## config.mk

```make
export PLATFORM = sky130hd
export DESIGN_NAME = query_string_pair_decoder_top
export DESIGN_NICKNAME = d
export VERILOG_FILES = /design/src/hdl/qspd_pkg.sv /design/src/hdl/query_string_pair_decoder_top.sv
export SDC_FILE = /design/constraint.sdc
export NUM_CORES = 1
export LEC_CHECK = 0
export CORE_AREA = 5 5 138 140
export DETAILED_ROUTE_END_ITERATION = 16
export DIE_AREA = 0 0 143 145
export DONT_BUFFER_PORTS = 1
export GPL_TIMING_DRIVEN = 1
export PLACE_DENSITY_LB_ADDON = 0.1
export SETUP_SLACK_MARGIN = 0.1
export SYNTH_ARGS = -nofsm -noshare
export SYNTH_HDL_FRONTEND = slang
export SYNTH_SLANG_ARGS = --single-unit
```

## constraint.sdc

```tcl
create_clock -name clk_i -period 15.7 [get_ports clk_i]
set_input_delay 3.14 -clock clk_i [delete_from_list [all_inputs] [get_ports clk_i]]
set_output_delay 3.14 -clock clk_i [all_outputs]
set_load 0.01 [all_outputs]
```

## src/hdl/qspd_pkg.sv

```systemverilog
// Shared types, character codes and the hex digit decoder of the query string pair decoder.
`default_nettype none

package qspd_pkg;

  localparam logic [7:0] CH_PERCENT = 8'h25;
  localparam logic [7:0] CH_PLUS    = 8'h2B;
  localparam logic [7:0] CH_AMP     = 8'h26;
  localparam logic [7:0] CH_EQUALS  = 8'h3D;
  localparam logic [7:0] CH_SPACE   = 8'h20;

  typedef enum logic [1:0] {
    KIND_KEY   = 2'd0,
    KIND_VALUE = 2'd1,
    KIND_END   = 2'd2
  } item_kind_e;

  // Pending escape count: nothing held, '%' held, '%' and first digit held.
  typedef enum logic [1:0] {
    PEND_NONE  = 2'd0,
    PEND_PCT   = 2'd1,
    PEND_DIGIT = 2'd2
  } pend_e;

  typedef struct packed {
    logic [7:0] data;
    item_kind_e kind;
    logic       had_eq;
    logic       done;
    logic       last;
  } result_t;

  typedef struct packed {
    logic       ok;
    logic [3:0] val;
  } hex_t;

  function automatic hex_t hex_decode(input logic [7:0] c);
    hex_t h;
    h.ok  = 1'b1;
    h.val = 4'd0;
    if (c >= 8'h30 && c <= 8'h39) begin
      h.val = 4'(c - 8'h30);
    end else if (c >= 8'h61 && c <= 8'h66) begin
      h.val = 4'(c - 8'h57);
    end else if (c >= 8'h41 && c <= 8'h46) begin
      h.val = 4'(c - 8'h37);
    end else begin
      h.ok = 1'b0;
    end
    return h;
  endfunction

  function automatic result_t mk_result(input logic [7:0] data, input item_kind_e kind,
                                        input logic had_eq, input logic done);
    result_t r;
    r.data   = data;
    r.kind   = kind;
    r.had_eq = had_eq;
    r.done   = done;
    r.last   = 1'b0;
    return r;
  endfunction

endpackage

`default_nettype wire

```

## src/hdl/query_string_pair_decoder_top.sv

```systemverilog
// Top level of the URL query string pair decoder: decode logic and result queue.
`default_nettype none

// The block takes one raw query string byte per transaction, with a flag on the
// final byte, and returns the decoded key bytes, value bytes and end-of-pair
// markers, one result per transaction on the output side. Each accepted byte is
// decoded in the same cycle by a short piece of logic working on the escape
// state, and its results (none to four) are written into a five-entry result
// queue whose head drives the output ports directly. A new byte is accepted
// whenever the queue holds at most one result, so while the output side does
// not stall, bytes that yield zero or one result each are taken back to back:
// the sustained rate is then one byte per cycle. A byte that yields several
// results (a flushed escape plus the byte, or an end-of-pair marker) holds
// the input while the queue drains. The input stall is taken from the queue
// fill register alone, with no path from the output stall. After the final
// byte all decoder state returns to its reset values, ready for the next
// query.
module query_string_pair_decoder_top (
  input  wire                   clk_i,
  input  wire                   rst_ni,
  input  wire                   in_valid_i,
  output logic                  in_stall_o,
  input  wire  [7:0]            raw_byte_i,
  input  wire                   final_byte_i,
  output logic                  out_valid_o,
  input  wire                   out_stall_i,
  output logic [7:0]            decoded_byte_o,
  output logic [1:0]            item_kind_o,
  output logic                  had_equals_o,
  output logic                  query_done_o,
  output logic                  last_of_run_o
);
  import qspd_pkg::*;

  localparam int unsigned QDepth = 5;

  // Decoder state.
  logic       ivp_q, ivp_d;
  pend_e      pc_q, pc_d;
  logic [7:0] pfc_q, pfc_d;

  // Result queue: entry 0 is the head shown on the output ports.
  result_t    q_q [QDepth];
  result_t    q_d [QDepth];
  logic [2:0] cnt_q, cnt_d;

  logic       accept, pop;
  logic [2:0] base;

  // Decode scratch.
  result_t    res [4];
  logic [2:0] n;
  logic       ivp;
  pend_e      pc;
  logic [7:0] pfc;
  hex_t       hx, hp;
  item_kind_e dkind;
  logic [2:0] slot;

  assign in_stall_o  = (cnt_q > 3'd1);
  assign out_valid_o = (cnt_q != 3'd0);
  assign accept      = in_valid_i && !in_stall_o;
  assign pop         = out_valid_o && !out_stall_i;

  assign decoded_byte_o = q_q[0].data;
  assign item_kind_o    = q_q[0].kind;
  assign had_equals_o   = q_q[0].had_eq;
  assign query_done_o   = q_q[0].done;
  assign last_of_run_o  = q_q[0].last;

  // Decode one byte into its ordered results. Each result is appended at
  // index n; at most four can arise (a two-byte flush, the byte, the marker).
  always_comb begin
    res   = '{default: '0};
    n     = 3'd0;
    ivp   = ivp_q;
    pc    = pc_q;
    pfc   = pfc_q;
    hx    = hex_decode(raw_byte_i);
    hp    = hex_decode(pfc_q);
    dkind = ivp_q ? KIND_VALUE : KIND_KEY;

    if (raw_byte_i == CH_AMP) begin
      // Pair ends: flush any cut escape, then the marker.
      if (pc != PEND_NONE) begin
        res[n[1:0]] = mk_result(CH_PERCENT, dkind, 1'b0, 1'b0);
        n = n + 3'd1;
      end
      if (pc == PEND_DIGIT) begin
        res[n[1:0]] = mk_result(pfc, dkind, 1'b0, 1'b0);
        n = n + 3'd1;
      end
      pc  = PEND_NONE;
      pfc = 8'd0;
      res[n[1:0]] = mk_result(8'd0, KIND_END, ivp, final_byte_i);
      n   = n + 3'd1;
      ivp = 1'b0;
    end else if (raw_byte_i == CH_EQUALS && !ivp) begin
      // The splitting equals sign: key part ends.
      if (pc != PEND_NONE) begin
        res[n[1:0]] = mk_result(CH_PERCENT, dkind, 1'b0, 1'b0);
        n = n + 3'd1;
      end
      if (pc == PEND_DIGIT) begin
        res[n[1:0]] = mk_result(pfc, dkind, 1'b0, 1'b0);
        n = n + 3'd1;
      end
      pc  = PEND_NONE;
      pfc = 8'd0;
      ivp = 1'b1;
    end else if (pc == PEND_PCT && hx.ok) begin
      pfc = raw_byte_i;
      pc  = PEND_DIGIT;
    end else if (pc == PEND_DIGIT && hx.ok) begin
      res[n[1:0]] = mk_result({hp.ok ? hp.val : 4'd0, hx.val}, dkind, 1'b0, 1'b0);
      n   = n + 3'd1;
      pc  = PEND_NONE;
      pfc = 8'd0;
    end else begin
      // A bad digit breaks a pending escape, which goes out literally; the
      // byte itself is then handled afresh.
      if (pc != PEND_NONE) begin
        res[n[1:0]] = mk_result(CH_PERCENT, dkind, 1'b0, 1'b0);
        n = n + 3'd1;
      end
      if (pc == PEND_DIGIT) begin
        res[n[1:0]] = mk_result(pfc, dkind, 1'b0, 1'b0);
        n = n + 3'd1;
      end
      pc  = PEND_NONE;
      pfc = 8'd0;
      if (raw_byte_i == CH_PERCENT) begin
        pc = PEND_PCT;
      end else begin
        res[n[1:0]] = mk_result((raw_byte_i == CH_PLUS) ? CH_SPACE : raw_byte_i,
                                dkind, 1'b0, 1'b0);
        n = n + 3'd1;
      end
    end

    if (final_byte_i) begin
      if (raw_byte_i != CH_AMP) begin
        if (pc != PEND_NONE) begin
          res[n[1:0]] = mk_result(CH_PERCENT, dkind, 1'b0, 1'b0);
          n = n + 3'd1;
        end
        if (pc == PEND_DIGIT) begin
          res[n[1:0]] = mk_result(pfc, dkind, 1'b0, 1'b0);
          n = n + 3'd1;
        end
        res[n[1:0]] = mk_result(8'd0, KIND_END, ivp, 1'b1);
        n = n + 3'd1;
      end
      ivp = 1'b0;
      pc  = PEND_NONE;
      pfc = 8'd0;
    end

    if (n != 3'd0) begin
      res[2'(n - 3'd1)].last = 1'b1;
    end

    ivp_d = accept ? ivp : ivp_q;
    pc_d  = accept ? pc  : pc_q;
    pfc_d = accept ? pfc : pfc_q;
  end

  // Queue update: shift out the head when taken, then append the new results
  // behind whatever remains.
  always_comb begin
    base = cnt_q - {2'd0, pop};
    for (int i = 0; i < QDepth; i++) begin
      if (pop && i < QDepth - 1) begin
        q_d[i] = q_q[i + 1];
      end else begin
        q_d[i] = q_q[i];
      end
      slot = 3'(i) - base;
      if (accept && 3'(i) >= base && slot < n) begin
        q_d[i] = res[slot[1:0]];
      end
    end
    cnt_d = base + (accept ? n : 3'd0);
  end

  always_ff @(posedge clk_i or negedge rst_ni) begin
    if (!rst_ni) begin
      ivp_q <= 1'b0;
      pc_q  <= PEND_NONE;
      pfc_q <= 8'd0;
      cnt_q <= 3'd0;
    end else begin
      ivp_q <= ivp_d;
      pc_q  <= pc_d;
      pfc_q <= pfc_d;
      cnt_q <= cnt_d;
    end
  end

  always_ff @(posedge clk_i) begin
    q_q <= q_d;
  end

`ifndef NO_ASSERTIONS
  // The queue never overflows its five entries.
  a_cnt_bound: assert property (@(posedge clk_i) disable iff (!rst_ni)
    cnt_q <= 3'(QDepth))
    else $error("result queue overflow");

  // After the final byte the decoder state is back at reset values.
  a_final_resets: assert property (@(posedge clk_i) disable iff (!rst_ni)
    (accept && final_byte_i) |=> (!ivp_q && pc_q == PEND_NONE && pfc_q == 8'd0))
    else $error("state not cleared after final byte");

  // End of query is only ever flagged on a marker that closes its run.
  a_done_on_marker: assert property (@(posedge clk_i) disable iff (!rst_ni)
    (out_valid_o && query_done_o) |-> (item_kind_o == KIND_END && last_of_run_o))
    else $error("query done outside a closing marker");

  // Markers carry a zero byte; data bytes carry no pair flags.
  a_marker_fields: assert property (@(posedge clk_i) disable iff (!rst_ni)
    out_valid_o |-> ((item_kind_o == KIND_END && decoded_byte_o == 8'd0) ||
                     ((item_kind_o == KIND_KEY || item_kind_o == KIND_VALUE) &&
                      !had_equals_o && !query_done_o)))
    else $error("inconsistent result fields");

  // A queued head that is stalled is held.
  a_head_held: assert property (@(posedge clk_i) disable iff (!rst_ni)
    (out_valid_o && out_stall_i) |=> (out_valid_o && $stable(decoded_byte_o) &&
                                     $stable(item_kind_o) && $stable(last_of_run_o)))
    else $error("stalled result changed");
`endif

endmodule

`default_nettype wire
```

==> results of run 1 <==
-- per-stage QoR --
step	util	setup slack, ns	hold slack [ns]	cells	total power, uW
3_3_place_gp	0.438	5.93	0.503	1041	1100
6_report	0.454	5.95	0.529	1057	1320
2_1_floorplan	-	5.88	0.493	874	943
4_1_cts	0.454	6.06	0.533	1057	1320
5_1_grt	0.454	5.54	0.549	1057	1420
3_5_place_dp	0.438	5.71	0.517	1041	1110
-- power by group --
group | switching (uW) | internal, uW
clock network | 94.3 | 111
logic | 484 | 272
registers | 27.9 | 334
total | 606 | 717
-- logic make-up after synthesis --
logic type	Yosys count
AO/OA/AOI/OAI	305
AND/OR/NAND/NOR	279
buffers and inverters	118
flip-flops	79
multiplexers	53
adder cells (fa/ha/maj)	35
XOR/XNOR	5
-- path summary, 6_finish.rpt --
kind / cells after the start / to
max in group asynchronous: 0 / ivp_q
max: 25 / q_q[32]
min reg2reg: 1 / item_kind_o[1]
min: 1 / item_kind_o[1]
min in group asynchronous: 0 / pc_q[0]
max reg2reg: 24 / q_q[32]
-- worst max-delay path: cells and delay by family --
kind,cells,cell delay [ns]
AND/OR/NAND/NOR,7,2.24
buffers and inverters,3,0.38
adder cells (fa/ha/maj),5,1.68
AO/OA/AOI/OAI,9,2.10
multiplexers,1,0.14
-- cells in the final DEF (no fill, tap or decap), drive strengths merged, types with 6 or more instances in the layout --
master    n
nand2    89
o21ai    69
edfxtp   65
a21oi    54
nor2     50
inv      47
ha       34
mux2     33
nor3     32
nand3    25
a211oi   24
a31oi    16
and2     15
dfrtp    14
mux2i    13
o211ai   13
o31ai    13
buf      11
a2111oi  11
a22oi    10
o21a      9
clkbuf    9
o22ai     9
and3      9
or3       9
or2       8
nand4     7
a221oi    7
mux4      7
a22o      6
nor4      6
or3b      6
-- layer usage --
metal	up-vias	track usage
li1	3247	-
met1	3493	0.389
met2	329	0.414
met3	57	0.0346
met4	0	0.0779
met5	-	0
-- state kept, by name, summed over array words and instances (netlist names) --
signal          count
pfc_q               8
cnt_q               3
query_done_o        1
ivp_q               1
q_q                52
pc_q                2
decoded_byte_o      8
last_of_run_o       1
item_kind_o         2
had_equals_o        1
-- final cells by class --
| type | count | area, um^2 |
|---|---|---|
| Timing Repair Buffer | 11 | 82.6 |
| Fill cell | 1752 | 9680 |
| Inverter | 45 | 169 |
| Multi-Input combinational cell | 677 | 4910 |
| Clock buffer | 9 | 225 |
| Sequential cell | 79 | 2300 |
| Clock inverter | 7 | 62.6 |
| Tap cell | 229 | 287 |
==> results.md, run 1 <==
- Remaining antenna violation count: 0
- Vias in the first global route: 6786
- Pwr Density: 165 nW/um^2
- Fraction of synthesized area in multiplexers: 0.0885
- Simple-Gate Fraction of Synth Area: 0.192
- Synth cell types: 110
- Std cell rows: 49
- Hold Startpoint: q_q[43]
- Critical Path RT: 15.68 ns
- Status: finished clean
- WS Path Type: input port to flip-flop
- Initial Util: 0.437
- Clock sinks: 79
- Largest net degree at the start of global routing: 60
- Post-CTS setup buffers: 0
- Routability Congestion: 0.983
- Biggest area consumer among synthesized cells: edfxtp_1
- Slew @ Worst Pin: 1.07 ns
- PostCTS Resize Cnt: 0
- Complex-gate fraction of the synthesized area: 0.288
- Synth top area share: 0.252
- Antenna diodes: 0
- Total number of vias: 7126
- Synth-to-layout area growth: 3.80%
- Crit path DAT: 9.73 ns
- Setup TNS: 0 ns
- Die width: 143 um
- Number of CTS-inserted buffers: 9
- Crit. End Element: flip-flop
- Initial antenna violation count: 0
- Worst path max stage delay: 0.64 ns
- Slew headroom: 0.271
- Critical Path Source: raw_byte_i[1]
- Maximum clock path buffer count: 2
- Mapped cell area: 7750 um^2
- CP max-delay cell: nor3_1
- Reg-to-reg startpoint: pc_q[0]
- Sequential area share after synthesis: 0.297
- Root buf cell: clkbuf_16
- Clock Skew: 0.0125 ns
- Dominant synthesized flop cell: edfxtp_1
- Cell with the most instances after synthesis: nand2_1
- Most frequent CP cell: ha_1
- Post-DP Area: 7750 um^2
- Die Y: 145 um
- Met3 WL: 1740 um
- Uppermost routed layer: met4
- Number of synthesized flops with an enable pin: 65
- Ports: 28
- Met1 wire length: 12600 um
- Synthesized flop and latch total: 79
- Synth Area in XOR/XNOR: 0.00565
- Mapped Cells: 874
- Final Hold Fails: 0
- IO buf count: 0
- Total gr overflow: 0
- WL met2: 12700 um
- DRC Markers: 0
- Core Region: 17700 um^2
- Post-DR wirelength/cell: 26.3 um
- CP max FO: 28
- Crit start category: input port
- Hold Path Class: flip-flop to flip-flop
- Total GRT Usage: 0.267
- Clock-pin slew on the worst setup and hold paths: 0.06 ns
- Max cap viols: 0
- Die Footprint: 20700 um^2
- Peak Freq: 0.103 GHz
- Leak: 0.00286 uW
- DRT Wirelength: 27800 um
- 1st-pass router iterations: 5
- Final worst-path cycle share: 0.621
- Synth Area in Adders: 0.0575
- Ys async rst share: 0.177
- Post-synth net total: 922
- Hold Buf Count CTS: 0
- CTS tree: built
- H-tree depth: 3
- Clock latency at the later pin of the worst-skew pair: 0.35 ns
- Fin. max-slew vios: 0
- Unrepaired setup endpoints after global routing: false
- Synth cell count leaders: 87 x nand2_1, 66 x o21ai_0, 65 x edfxtp_1
- Mean Syn Cell Area: 8.86 um^2
- Min Tclk post-route: 9.75 ns
- Synthesis Warnings: 0
- Layout cells sized above 1: 0.145
- Area contributors post-synth: edfxtp_1 25%, ha_1 5.5%, dfrtp_1 4.5%
- Iter 0 DRT Violations: 743
- Maximum VDD drop: 0.149 mV
- Register-to-register setup slack: 8.33 ns
- First-pass GRT wire length: 42900 um
- Hpwl dp: 21100 um
- Drt via density: 6.74
- Largest family of logic cells by synthesized area: compound AO/OA/AOI/OAI gates
- Final Cell Area: 8040 um^2
- Final Setup Violations: 0
- Layout Nets: 871
Note: power is estimated with default switching activity, not from simulation.
==> run 2, diff against run 1 <==
==> constraint.sdc (replaced) <==
create_clock -name clk_i -period 9.15 [get_ports clk_i]
set_input_delay 1.83 -clock clk_i [delete_from_list [all_inputs] [get_ports clk_i]]
set_output_delay 1.83 -clock clk_i [all_outputs]
set_load 0.01 [all_outputs]
==> run 2 against run 1 <==
Compared with the run above: combinational power rose by 73%; die area is the same; setup slack got worse by 5.0 ns; cell count up 0.28%; register-to-register slack got worse by 6.3 ns; wire length fell by 2.7%; flip-flop and latch count did not move; critical path type unchanged; critical endpoint is now q_q[26].
==> results.md, run 2 (same netlist as run 1, synthesis figures left out) <==
- Critical path depth: 26
- Final Hold Fails: 0
- Hold Buf Count CTS: 0
- Total number of vias: 7079
- Min Tclk post-route: 8.21 ns
- Remaining antenna violation count: 0
- DRC Markers: 0
- Routability Congestion: 0.962
- Maximum clock path buffer count: 2
- R2R depth: 25
- Slew headroom: 0.224
- Max cap viols: 0
- Maximum VDD drop: 0.187 mV
- Fin. max-slew vios: 0
- Fin util: 0.456
- Worst path max stage delay: 0.63 ns
- Hold Path Class: flip-flop to flip-flop
- Crit start category: input port
- Pwr Density: 285 nW/um^2
- Layout Nets: 874
- Die Footprint: 20700 um^2
- Leak: 0.00288 uW
- Largest register FFs: 52
- Status: finished clean
- Most frequent CP cell: ha_1
- Place WS: 0.732 ns
- Commonest non-fill, non-tap cell in the layout: nand2_1
- Setup ws final: 0.941 ns
- Synth-to-layout area growth: 4.22%
- R2r endpoint: q_q[26]
- Ports: 28
- Placed Cells: 1044
- WS Path Type: input port to flip-flop
- Antenna diodes: 0
- IO buf count: 0
- 1st-pass router iterations: 5
- Crit path max-delay family: compound AO/OA/AOI/OAI gates
- Total GRT Usage: 0.258
- Peak Freq: 0.122 GHz
- Final cell count without fillers: 1060
- Number of CTS-inserted buffers: 9
- PostCTS Resize Cnt: 0
- Reg-to-reg startpoint: pc_q[0]
- Initial antenna violation count: 0
- CP max-delay cell: a2111oi_0
- Layout cells sized above 1: 0.147
- Hpwl dp: 20400 um
- Post-DR wirelength/cell: 25.5 um
- DRT Wirelength: 27100 um
- Post-CTS setup buffers: 0
- Clock Skew: 0.0128 ns
- CP bufs+invs: 3
- Total gr overflow: 0
- Biggest register: q_q
- Clock-pin slew on the worst setup and hold paths: 0.07 ns
- Crit path DAT: 8.42 ns
- Crit. End Element: flip-flop
- Iter 0 DRT Violations: 721
- Final Setup Violations: 0
- Unrepaired setup endpoints after global routing: false
- Critical Path Source: raw_byte_i[1]
- CTS tree: built
- CP max FO: 27
- Critical Path Sink: q_q[26]
- Fillcell total: 1732
- Root buf cell: clkbuf_16
- Largest net degree at the start of global routing: 60
- Std cell rows: 49
- Setup TNS: 0 ns
- Critical Path RT: 9.36 ns
- Die width: 143 um
- Initial Util: 0.437
- Clock latency at the later pin of the worst-skew pair: 0.35 ns
- Vias in the first global route: 6721
- First-pass GRT wire length: 41600 um
- Slew @ Worst Pin: 1.13 ns
- Register-to-register setup slack: 2.08 ns
- Final worst-path cycle share: 0.897
- Commonest cells after routing, fill and taps aside: 87 x nand2_1, 66 x o21ai_0, 65 x edfxtp_1
- Drt via density: 6.68
- Die Y: 145 um
- H-tree depth: 3
- Clock sinks: 79
- Core Region: 17700 um^2
## run 2: worst min path at each step
stage	from	to	cells after the start	slack, ns
final	q_q[42]	item_kind_o[0]	1	0.52
after global routing	q_q[49]	decoded_byte_o[5]	1	0.55
after CTS	q_q[42]	item_kind_o[0]	1	0.52
after detailed placement	q_q[16]	q_q[29]	1	0.51
after global placement	q_q[16]	q_q[29]	1	0.50
after floorplan	pfc_q[5]	pfc_q[5]	2	0.49
## run 2: layout make-up
class                      count  area [um^2]  share of cell area
inverter                      45          169              0.0209
clock inverter                 6         68.8             0.00852
sequential                    79         2300               0.285
timing repair buffer          14          105              0.0130
clock buffer                  10          229              0.0284
multi-input combinational    677         4910               0.608
tap                          229          287              0.0355
## run 2: routing by layer
metal  vias to the layer above  GRT usage  routed length [um]
met4                         0     0.0846                 840
met2                       282      0.395               12200
met3                        51     0.0431                1650
li1                       3247          -                   -
met1                      3499      0.370               12400
met5                         -          0                   0
## run 2: where the power goes
| group | leakage (uW) | switching (uW) | internal [uW] |
|---|---|---|---|
| clock | 0.000143 | 158 | 213 |
| combinational | 0.00193 | 840 | 469 |
| sequential | 0.000814 | 46.2 | 573 |
## run 2: worst register-to-register path, delay by kind of cell, from the launching register on
kind / cells / cell delay (ns)
flops: 1 / 0.68
fa+ha+maj: 5 / 1.61
buf+inv: 4 / 0.79
mux: 1 / 0.14
simple gates: 7 / 1.87
compound gates: 8 / 1.85
## run 2: per-stage QoR
step | area [um^2] | power (uW) | hold WS, ns
after floorplan | 7750 | 1620 | 0.493
after global placement | 7770 | 1880 | 0.499
after detailed placement | 7770 | 1910 | 0.510
after CTS | 8070 | 2290 | 0.523
after global routing | 8070 | 2440 | 0.546
final | 8070 | 2300 | 0.519
